<file path="src/krd_pkg.sv">
// Package with the shared types, sizes and codes of the keyed record deque.
package krd_pkg;

  // Store size; the ring index wraps naturally, so this stays a power of two.
  localparam int unsigned CAPACITY = 64;
  localparam int unsigned IDX_W    = $clog2(CAPACITY);
  localparam int unsigned CNT_W    = $clog2(CAPACITY + 1);

  // Field widths.
  localparam int unsigned KEY_W   = 31;
  localparam int unsigned GRADE_W = 7;
  localparam int unsigned SMALL_W = 7;

  // Stream data widths, rounded up to whole bytes.
  localparam int unsigned IN_DATA_W  = 56;
  localparam int unsigned OUT_DATA_W = 72;

  // Operation codes.
  localparam logic [1:0] OP_APPEND   = 2'd0;
  localparam logic [1:0] OP_POP_HEAD = 2'd1;
  localparam logic [1:0] OP_POP_TAIL = 2'd2;
  localparam logic [1:0] OP_FIND     = 2'd3;

  // Status codes.
  localparam logic [1:0] ST_OK        = 2'd0;
  localparam logic [1:0] ST_EMPTY     = 2'd1;
  localparam logic [1:0] ST_FULL      = 2'd2;
  localparam logic [1:0] ST_NOT_FOUND = 2'd3;

  // One stored record.
  typedef struct packed {
    logic [GRADE_W-1:0] mean;
    logic [GRADE_W-1:0] grade_two;
    logic [GRADE_W-1:0] grade_one;
    logic [KEY_W-1:0]   key;
  } record_t;

  // One result of an operation.
  typedef struct packed {
    logic [SMALL_W-1:0] count;
    logic [SMALL_W-1:0] position;
    logic [GRADE_W-1:0] mean;
    logic [GRADE_W-1:0] grade_two;
    logic [GRADE_W-1:0] grade_one;
    logic [KEY_W-1:0]   key;
    logic [1:0]         status;
  } result_t;

endpackage

</file>
<file path="src/keyed_record_deque.sv">
// Top level of the keyed record deque: ring store of records with key search.
//
// The block holds up to CAPACITY records (key, two grades and a mean) in a ring
// kept in one synchronous single-port-read memory. An append, a head removal or
// a tail removal places its result in the result register on acceptance, and
// from there in the output register once that register is free; the next
// transaction is accepted only after that. A find reads one stored record per
// cycle from the head onward and stops at the first match. Its result passes
// through the registered memory read, one compare per record visited (set by
// the single read port) and the result register before it is loaded into the
// output register. One transaction is worked on at a time, but a new one is
// accepted while the previous result still waits in the output register.
// A stalled output holds the block in its finish state until it is free.
// Results carry zeros in the record and position fields unless the find
// succeeded.
module keyed_record_deque (
  input  logic                           clk_i,
  input  logic                           rst_ni,
  input  logic                           s_axis_tvalid,
  output logic                           s_axis_tready,
  // op[1:0], key_in[32:2], grade_one_in[39:33], grade_two_in[46:40],
  // mean_in[53:47], zero fill [55:54]
  input  logic [krd_pkg::IN_DATA_W-1:0]  s_axis_tdata,
  output logic                           m_axis_tvalid,
  input  logic                           m_axis_tready,
  // status[1:0], key_out[32:2], grade_one_out[39:33], grade_two_out[46:40],
  // mean_out[53:47], position[60:54], count[67:61], zero fill [71:68]
  output logic [krd_pkg::OUT_DATA_W-1:0] m_axis_tdata
);
  import krd_pkg::*;

  localparam logic [1:0] S_IDLE   = 2'd0;
  localparam logic [1:0] S_SEARCH = 2'd1;
  localparam logic [1:0] S_FINISH = 2'd2;

  logic [1:0]       state_q, state_d;
  logic [IDX_W-1:0] head_q, head_d;
  logic [CNT_W-1:0] count_q, count_d;
  logic [KEY_W-1:0] key_q, key_d;
  logic [CNT_W-1:0] iss_q, iss_d;
  logic [CNT_W-1:0] chk_q, chk_d;
  logic             rd_vld_q, rd_vld_d;
  result_t          res_q, res_d;
  logic             out_vld_q, out_vld_d;
  result_t          out_q, out_d;

  // Record store.
  record_t          mem [CAPACITY];
  record_t          rdata_q;
  logic             wr_en;
  logic [IDX_W-1:0] wr_addr;
  record_t          wr_data;
  logic             rd_en;
  logic [IDX_W-1:0] rd_addr;

  // Input unpacking.
  logic [1:0]       in_op;
  logic [KEY_W-1:0] in_key;
  record_t          in_rec;
  logic             in_fire;
  logic             out_free;
  logic [CNT_W-1:0] chk_next;

  assign in_op            = s_axis_tdata[1:0];
  assign in_key           = s_axis_tdata[32:2];
  assign in_rec.key       = in_key;
  assign in_rec.grade_one = s_axis_tdata[39:33];
  assign in_rec.grade_two = s_axis_tdata[46:40];
  assign in_rec.mean      = s_axis_tdata[53:47];

  assign s_axis_tready = (state_q == S_IDLE);
  assign in_fire       = s_axis_tvalid && s_axis_tready;
  assign out_free      = !out_vld_q || m_axis_tready;
  assign chk_next      = chk_q + CNT_W'(1);

  assign m_axis_tvalid = out_vld_q;
  assign m_axis_tdata  = {4'b0, out_q};

  // Memory write and registered read.
  always_ff @(posedge clk_i) begin
    if (wr_en) begin
      mem[wr_addr] <= wr_data;
    end
    if (rd_en) begin
      rdata_q <= mem[rd_addr];
    end
  end

  // Next-state logic for operations and the search walk.
  always_comb begin
    state_d   = state_q;
    head_d    = head_q;
    count_d   = count_q;
    key_d     = key_q;
    iss_d     = iss_q;
    chk_d     = chk_q;
    rd_vld_d  = 1'b0;
    res_d     = res_q;
    out_vld_d = out_vld_q;
    out_d     = out_q;
    wr_en     = 1'b0;
    wr_addr   = head_q + count_q[IDX_W-1:0];
    wr_data   = in_rec;
    rd_en     = 1'b0;
    rd_addr   = head_q + iss_q[IDX_W-1:0];

    // The output register empties when the transaction is taken.
    if (out_vld_q && m_axis_tready) begin
      out_vld_d = 1'b0;
    end

    case (state_q)
      S_IDLE: begin
        if (in_fire) begin
          res_d        = '0;
          res_d.status = ST_OK;
          key_d        = in_key;
          state_d      = S_FINISH;
          case (in_op)
            OP_APPEND: begin
              if (count_q == CNT_W'(CAPACITY)) begin
                res_d.status = ST_FULL;
              end else begin
                wr_en   = 1'b1;
                count_d = count_q + CNT_W'(1);
              end
            end
            OP_POP_HEAD: begin
              if (count_q == '0) begin
                res_d.status = ST_EMPTY;
              end else begin
                head_d  = head_q + IDX_W'(1);
                count_d = count_q - CNT_W'(1);
              end
            end
            OP_POP_TAIL: begin
              if (count_q == '0) begin
                res_d.status = ST_EMPTY;
              end else begin
                count_d = count_q - CNT_W'(1);
              end
            end
            default: begin
              if (count_q == '0) begin
                res_d.status = ST_NOT_FOUND;
              end else begin
                iss_d   = '0;
                state_d = S_SEARCH;
              end
            end
          endcase
          res_d.count = SMALL_W'(count_d);
        end
      end

      S_SEARCH: begin
        // Issue one read per cycle while records remain.
        if (iss_q < count_q) begin
          rd_en    = 1'b1;
          rd_vld_d = 1'b1;
          chk_d    = iss_q;
          iss_d    = iss_q + CNT_W'(1);
        end
        // Compare the record that came back from the store.
        if (rd_vld_q) begin
          if (rdata_q.key == key_q) begin
            res_d.status    = ST_OK;
            res_d.key       = rdata_q.key;
            res_d.grade_one = rdata_q.grade_one;
            res_d.grade_two = rdata_q.grade_two;
            res_d.mean      = rdata_q.mean;
            res_d.position  = SMALL_W'(chk_next);
            rd_vld_d        = 1'b0;
            state_d         = S_FINISH;
          end else if (chk_next == count_q) begin
            res_d.status = ST_NOT_FOUND;
            rd_vld_d     = 1'b0;
            state_d      = S_FINISH;
          end
        end
      end

      S_FINISH: begin
        if (out_free) begin
          out_d     = res_q;
          out_vld_d = 1'b1;
          state_d   = S_IDLE;
        end
      end

      default: begin
        state_d = S_IDLE;
      end
    endcase
  end

  // Control registers.
  always_ff @(posedge clk_i or negedge rst_ni) begin
    if (!rst_ni) begin
      state_q   <= S_IDLE;
      head_q    <= '0;
      count_q   <= '0;
      iss_q     <= '0;
      rd_vld_q  <= 1'b0;
      out_vld_q <= 1'b0;
    end else begin
      state_q   <= state_d;
      head_q    <= head_d;
      count_q   <= count_d;
      iss_q     <= iss_d;
      rd_vld_q  <= rd_vld_d;
      out_vld_q <= out_vld_d;
    end
  end

  // Payload registers.
  always_ff @(posedge clk_i) begin
    key_q <= key_d;
    chk_q <= chk_d;
    res_q <= res_d;
    out_q <= out_d;
  end

endmodule
</file>
<file path="config.mk">
export PLATFORM = sky130hd
export DESIGN_NAME = keyed_record_deque
export DESIGN_NICKNAME = d
export VERILOG_FILES = /design/src/krd_pkg.sv /design/src/keyed_record_deque.sv
export SDC_FILE = /design/constraint.sdc
export NUM_CORES = 2
export LEC_CHECK = 0
export BUFFER_PORTS_ARGS = -buffer_cell sky130_fd_sc_hd__buf_2
export CORE_MARGIN = 8
export CORE_UTILIZATION = 57
export CTS_CLUSTER_SIZE = 24
export DETAILED_ROUTE_END_ITERATION = 12
export PLACE_DENSITY = 0.76
export SLEW_MARGIN = 20
export SYNTH_ARGS = -nofsm -noshare
export SYNTH_HDL_FRONTEND = slang
export SYNTH_SLANG_ARGS = --single-unit
</file>
<file path="constraint.sdc">
create_clock -name clk_i -period 4.37 [get_ports clk_i]
set_input_delay 0.6555 -clock clk_i [delete_from_list [all_inputs] [get_ports clk_i]]
set_output_delay 0.6555 -clock clk_i [all_outputs]
set_load 0.05 [all_outputs]
</file>
==> metrics.md <==
| Metric | Value |
|---|---|
| Total Neg Setup Slack | `0 ns` |
| First-iteration detailed-routing DRC count | `roughly 12k` |
| CP endpoint kind | `register` |
| GRT Residual Overflow | `0` |
| Library cells used by synthesis | `56` |
| RSZ-0062 raised after global routing | `no` |
| Clock transition at the registers of the reported paths | `0.06 ns` |
| Fmax | `236.3 MHz` |
| Chip Height | `around 510 microns` |
| Area Overhead vs Synth | `13.99%` |
| Share of layout cells above drive strength 1 | `0.2567` |
| Relative slew slack | `0.2276` |
| Initial antenna violation count | `22` |
| WL final | `384200 microns` |
| Detailed placement HPWL | `200200 microns` |
| Full die area | `256500 sq um` |
| Max-Cap Viols | `0` |
| Pre-CTS setup slack | `0.3537 ns` |
| Later-pin clock latency in the skew report | `~1.0 ns` |
| Final net count | `between 7k and 8k` |
| Postcts setup bufs | `0` |
| Static Leak | `about 50 nW` |
| Register Area | `~110000 sq um` |
| Fillers | `14.77k` |
| Area occupied by multi-input gates | `28770 sq um` |
| Post-synth top area share | `0.7784` |
| Share of flip-flops with an asynchronous set or reset | `0.006708` |
| Max VDD drop | `659.7 uV` |
| Final Hold Viols | `0` |
| Sink Count | `3578` |
| DR vias/cell | `6.900` |
| IO Count | `134` |
| Pwr dens | `705.1 nW/um^2` |
| Die Wd | `between 500 and 600 microns` |
| RePlAce Congestion | `slightly above 0.8` |
| Tmin final | `4.232 ns` |
| TritonCTS Buffers | `between 300 and 400` |
| Slew @ Worst Pin | `1.157 ns` |
| Layout Skew | `0.09624 ns` |
| Port Buffers | `127` |
| Sequential element share of the synthesized area | `0.7827` |
| # H-tree levels | `5` |
| Crit path launch type | `register` |
| Clock buffer depth | `4` |
| FF-to-FF setup slack | `0.14 ns` |
| Largest fanout on the critical path | `28` |
| Mapped Cells | `6670` |
| Post-route setup slack | `0.1378 ns` |
| Syn avg cell area | `slightly above 20 sq um` |
| TritonRoute pass-1 iters | `6` |
| Ys Warns | `0` |
| Status | `finished clean` |
| Pins Over Slew Limit | `0` |
| Final setup fails | `0` |
| CTS tree | `built` |
| Largest net degree at the start of global routing | `66` |
| CP arrival | `just under 5 ns` |
| Power, Total | `approximately 110 mW` |
| Final period utilization | `0.9685` |
| Yosys top cell by area | `edfxtp_1` |
| GRT Resource Usage Total | `0.2960` |
| Ranking of synthesized cells by area | `edfxtp_1 (78%), mux4_2 (14%), nand2_1 (2.4%)` |
| Ys flop type | `edfxtp_1` |
| Worst EP required | `5.07 ns` |
| Root buf cell | `clkbuf_16` |
| Standard-cell row count | `180` |
| Post-synth EDFFs | `3554` |
| Hold bufs inserted after CTS | `2` |
| First-pass GRT wire length | `539400 microns` |
| Synth Cell Area | `137100 sq um` |
| Crit path kind | `register to register` |
| CORE AREA | `around 240000 sq um` |
| Via count | `73.43k` |
| Hold Path Class | `input port to register` |
| Vias in the first global route | `74.03k` |
| Post-CTS Resized | `0` |
| DRC | `0` |
| Drt wl/cell | `36.10 microns` |
| Post-route ant nets | `0` |
| Initial core utilization | `0.5716` |
| Synth Register Bits | `3578` |
-- routing by layer --
metal  up-vias  GRT usage  part of all wire
li1      28226          -                 -
met1     37670     0.3860              0.33
met2      6239     0.4598              0.46
met3      1287    0.08716              0.15
met4         4     0.1505             0.060
met5         -          0          0.000065
-- worst max-delay path: stages, from the launching register on --
cell,delay (ns)
dfrtp_1,0.47
ha_4,0.21
fa_4,1.15
buf_4,0.34
buf_4,0.46
mux4_2,0.46
nand2_1,0.10
a311oi_1,0.12
a311oi_1,0.36
buf_4,0.19
a31oi_1,0.06
-- layout make-up --
class                      count  area share
antenna                       22   0.0003522
inverter                      17   0.0004083
multi-input combinational   2700      0.1841
timing repair buffer         518     0.03388
clock inverter               175    0.009158
sequential                  3578      0.6867
tap                         3185     0.02550
clock buffer                 446     0.05998
-- registers in the layout, indices dropped and copies added (netlist names) --
signal,count
m_axis_tvalid,1
key_q,31
rd_vld_q,1
chk_q,7
head_q,6
rdata_q,52
mem,3328
count_q,7
m_axis_tdata,68
res_q,68
iss_q,7
state_q,2
-- power breakdown --
part | internal, mW | total, mW | switching (mW) | leakage, nW
logic | 19.2 | 41.4 | 22.2 | 12.4
registers | 39.1 | 39.8 | 0.679 | 32.3
clock network | 16.4 | 29.0 | 12.6 | 5.28
-- cells in the mapped netlist, types with 2 or more instances --
| master | n |
|---|---|
| a211oi_1 | 2 |
| a21o_1 | 6 |
| a21oi_1 | 20 |
| a311oi_1 | 104 |
| a31o_2 | 3 |
| a31oi_1 | 53 |
| a32oi_1 | 2 |
| and2_1 | 56 |
| and3_1 | 55 |
| buf_1 | 81 |
| buf_2 | 94 |
| buf_4 | 8 |
| buf_6 | 2 |
| clkbuf_1 | 193 |
| dfrtp_1 | 24 |
| edfxtp_1 | 3554 |
| fa_1 | 2 |
| ha_1 | 24 |
| inv_1 | 16 |
| mux2_2 | 7 |
| mux2i_1 | 3 |
| mux4_2 | 832 |
| nand2_1 | 862 |
| nand2b_1 | 5 |
| nand3_1 | 434 |
| nand4_1 | 6 |
| nor2_1 | 102 |
| nor2b_1 | 2 |
| nor3_1 | 4 |
| nor4_1 | 8 |
| o21ai_0 | 17 |
| o21bai_1 | 2 |
| o22ai_1 | 2 |
| xnor2_1 | 22 |
| xor2_1 | 42 |
-- per-stage QoR --
stage               instance area [sq um]    util  std cells  hold WS [ns]
floorplan                          137100       -       6673        0.3599
global placement                   145300  0.6058       9992        0.4034
detailed placement                 145300  0.6059       9992        0.4045
CTS                                156100  0.6510      10615        0.1630
global route                       156300  0.6515      10625       0.06826
finish                             156300  0.6516      10641       0.09309
-- worst paths after layout --
| check | start | depth (start not counted) | to |
|---|---|---|---|
| hold reg to reg | res_q[35] | 0 | m_axis_tdata[35] |
| min in group asynchronous | rst_ni | 2 | m_axis_tvalid |
| setup / recovery | head_q[0] | 10 | rdata_q[41] |
| setup reg to reg | head_q[0] | 10 | rdata_q[41] |
| max in group asynchronous | rst_ni | 2 | head_q[1] |
| hold / removal | s_axis_tdata[8] | 1 | mem[49][6] |
-- logic make-up after synthesis --
kind of cell             count (synthesis)  synth area share
flip-flops                            3578            0.7827
AND/OR/NAND/NOR                       1540           0.04881
multiplexers                           843            0.1376
buffers and inverters                  395           0.01200
AO/OA/AOI/OAI                          222           0.01216
XOR/XNOR                                65          0.004207
adder cells (fa/ha/maj)                 26          0.002482
other                                    1        0.00002735
-- cells in the final DEF, fill, tap and decap left out, types with 8 or more instances in the layout --
cell        synthesis  final
nand2_1           862    862
nand3_1           434    434
nor2_1            102     36
and3_1             55     55
diode_2             0     22
inv_1              16     15
buf_4               8    257
a311oi_1          104    104
and2_1             56     55
bufinv_16           0     22
buf_2              94    123
buf_12              0    135
nor2_4              0     66
clkinv_2            0     58
clkinvlp_4          0      9
clkinv_1            0     74
mux4_2            832    832
o21ai_0            17     17
a21oi_1            20     20
xor2_1             42     40
edfxtp_1         3554   3554
xnor2_1            22     18
dfrtp_1            24     24
clkbuf_16           0    362
nor4_1              8      8
a31oi_1            53     53
clkbuf_1          193     84
ha_1               24     23
Power figures use the tool's default switching activity.
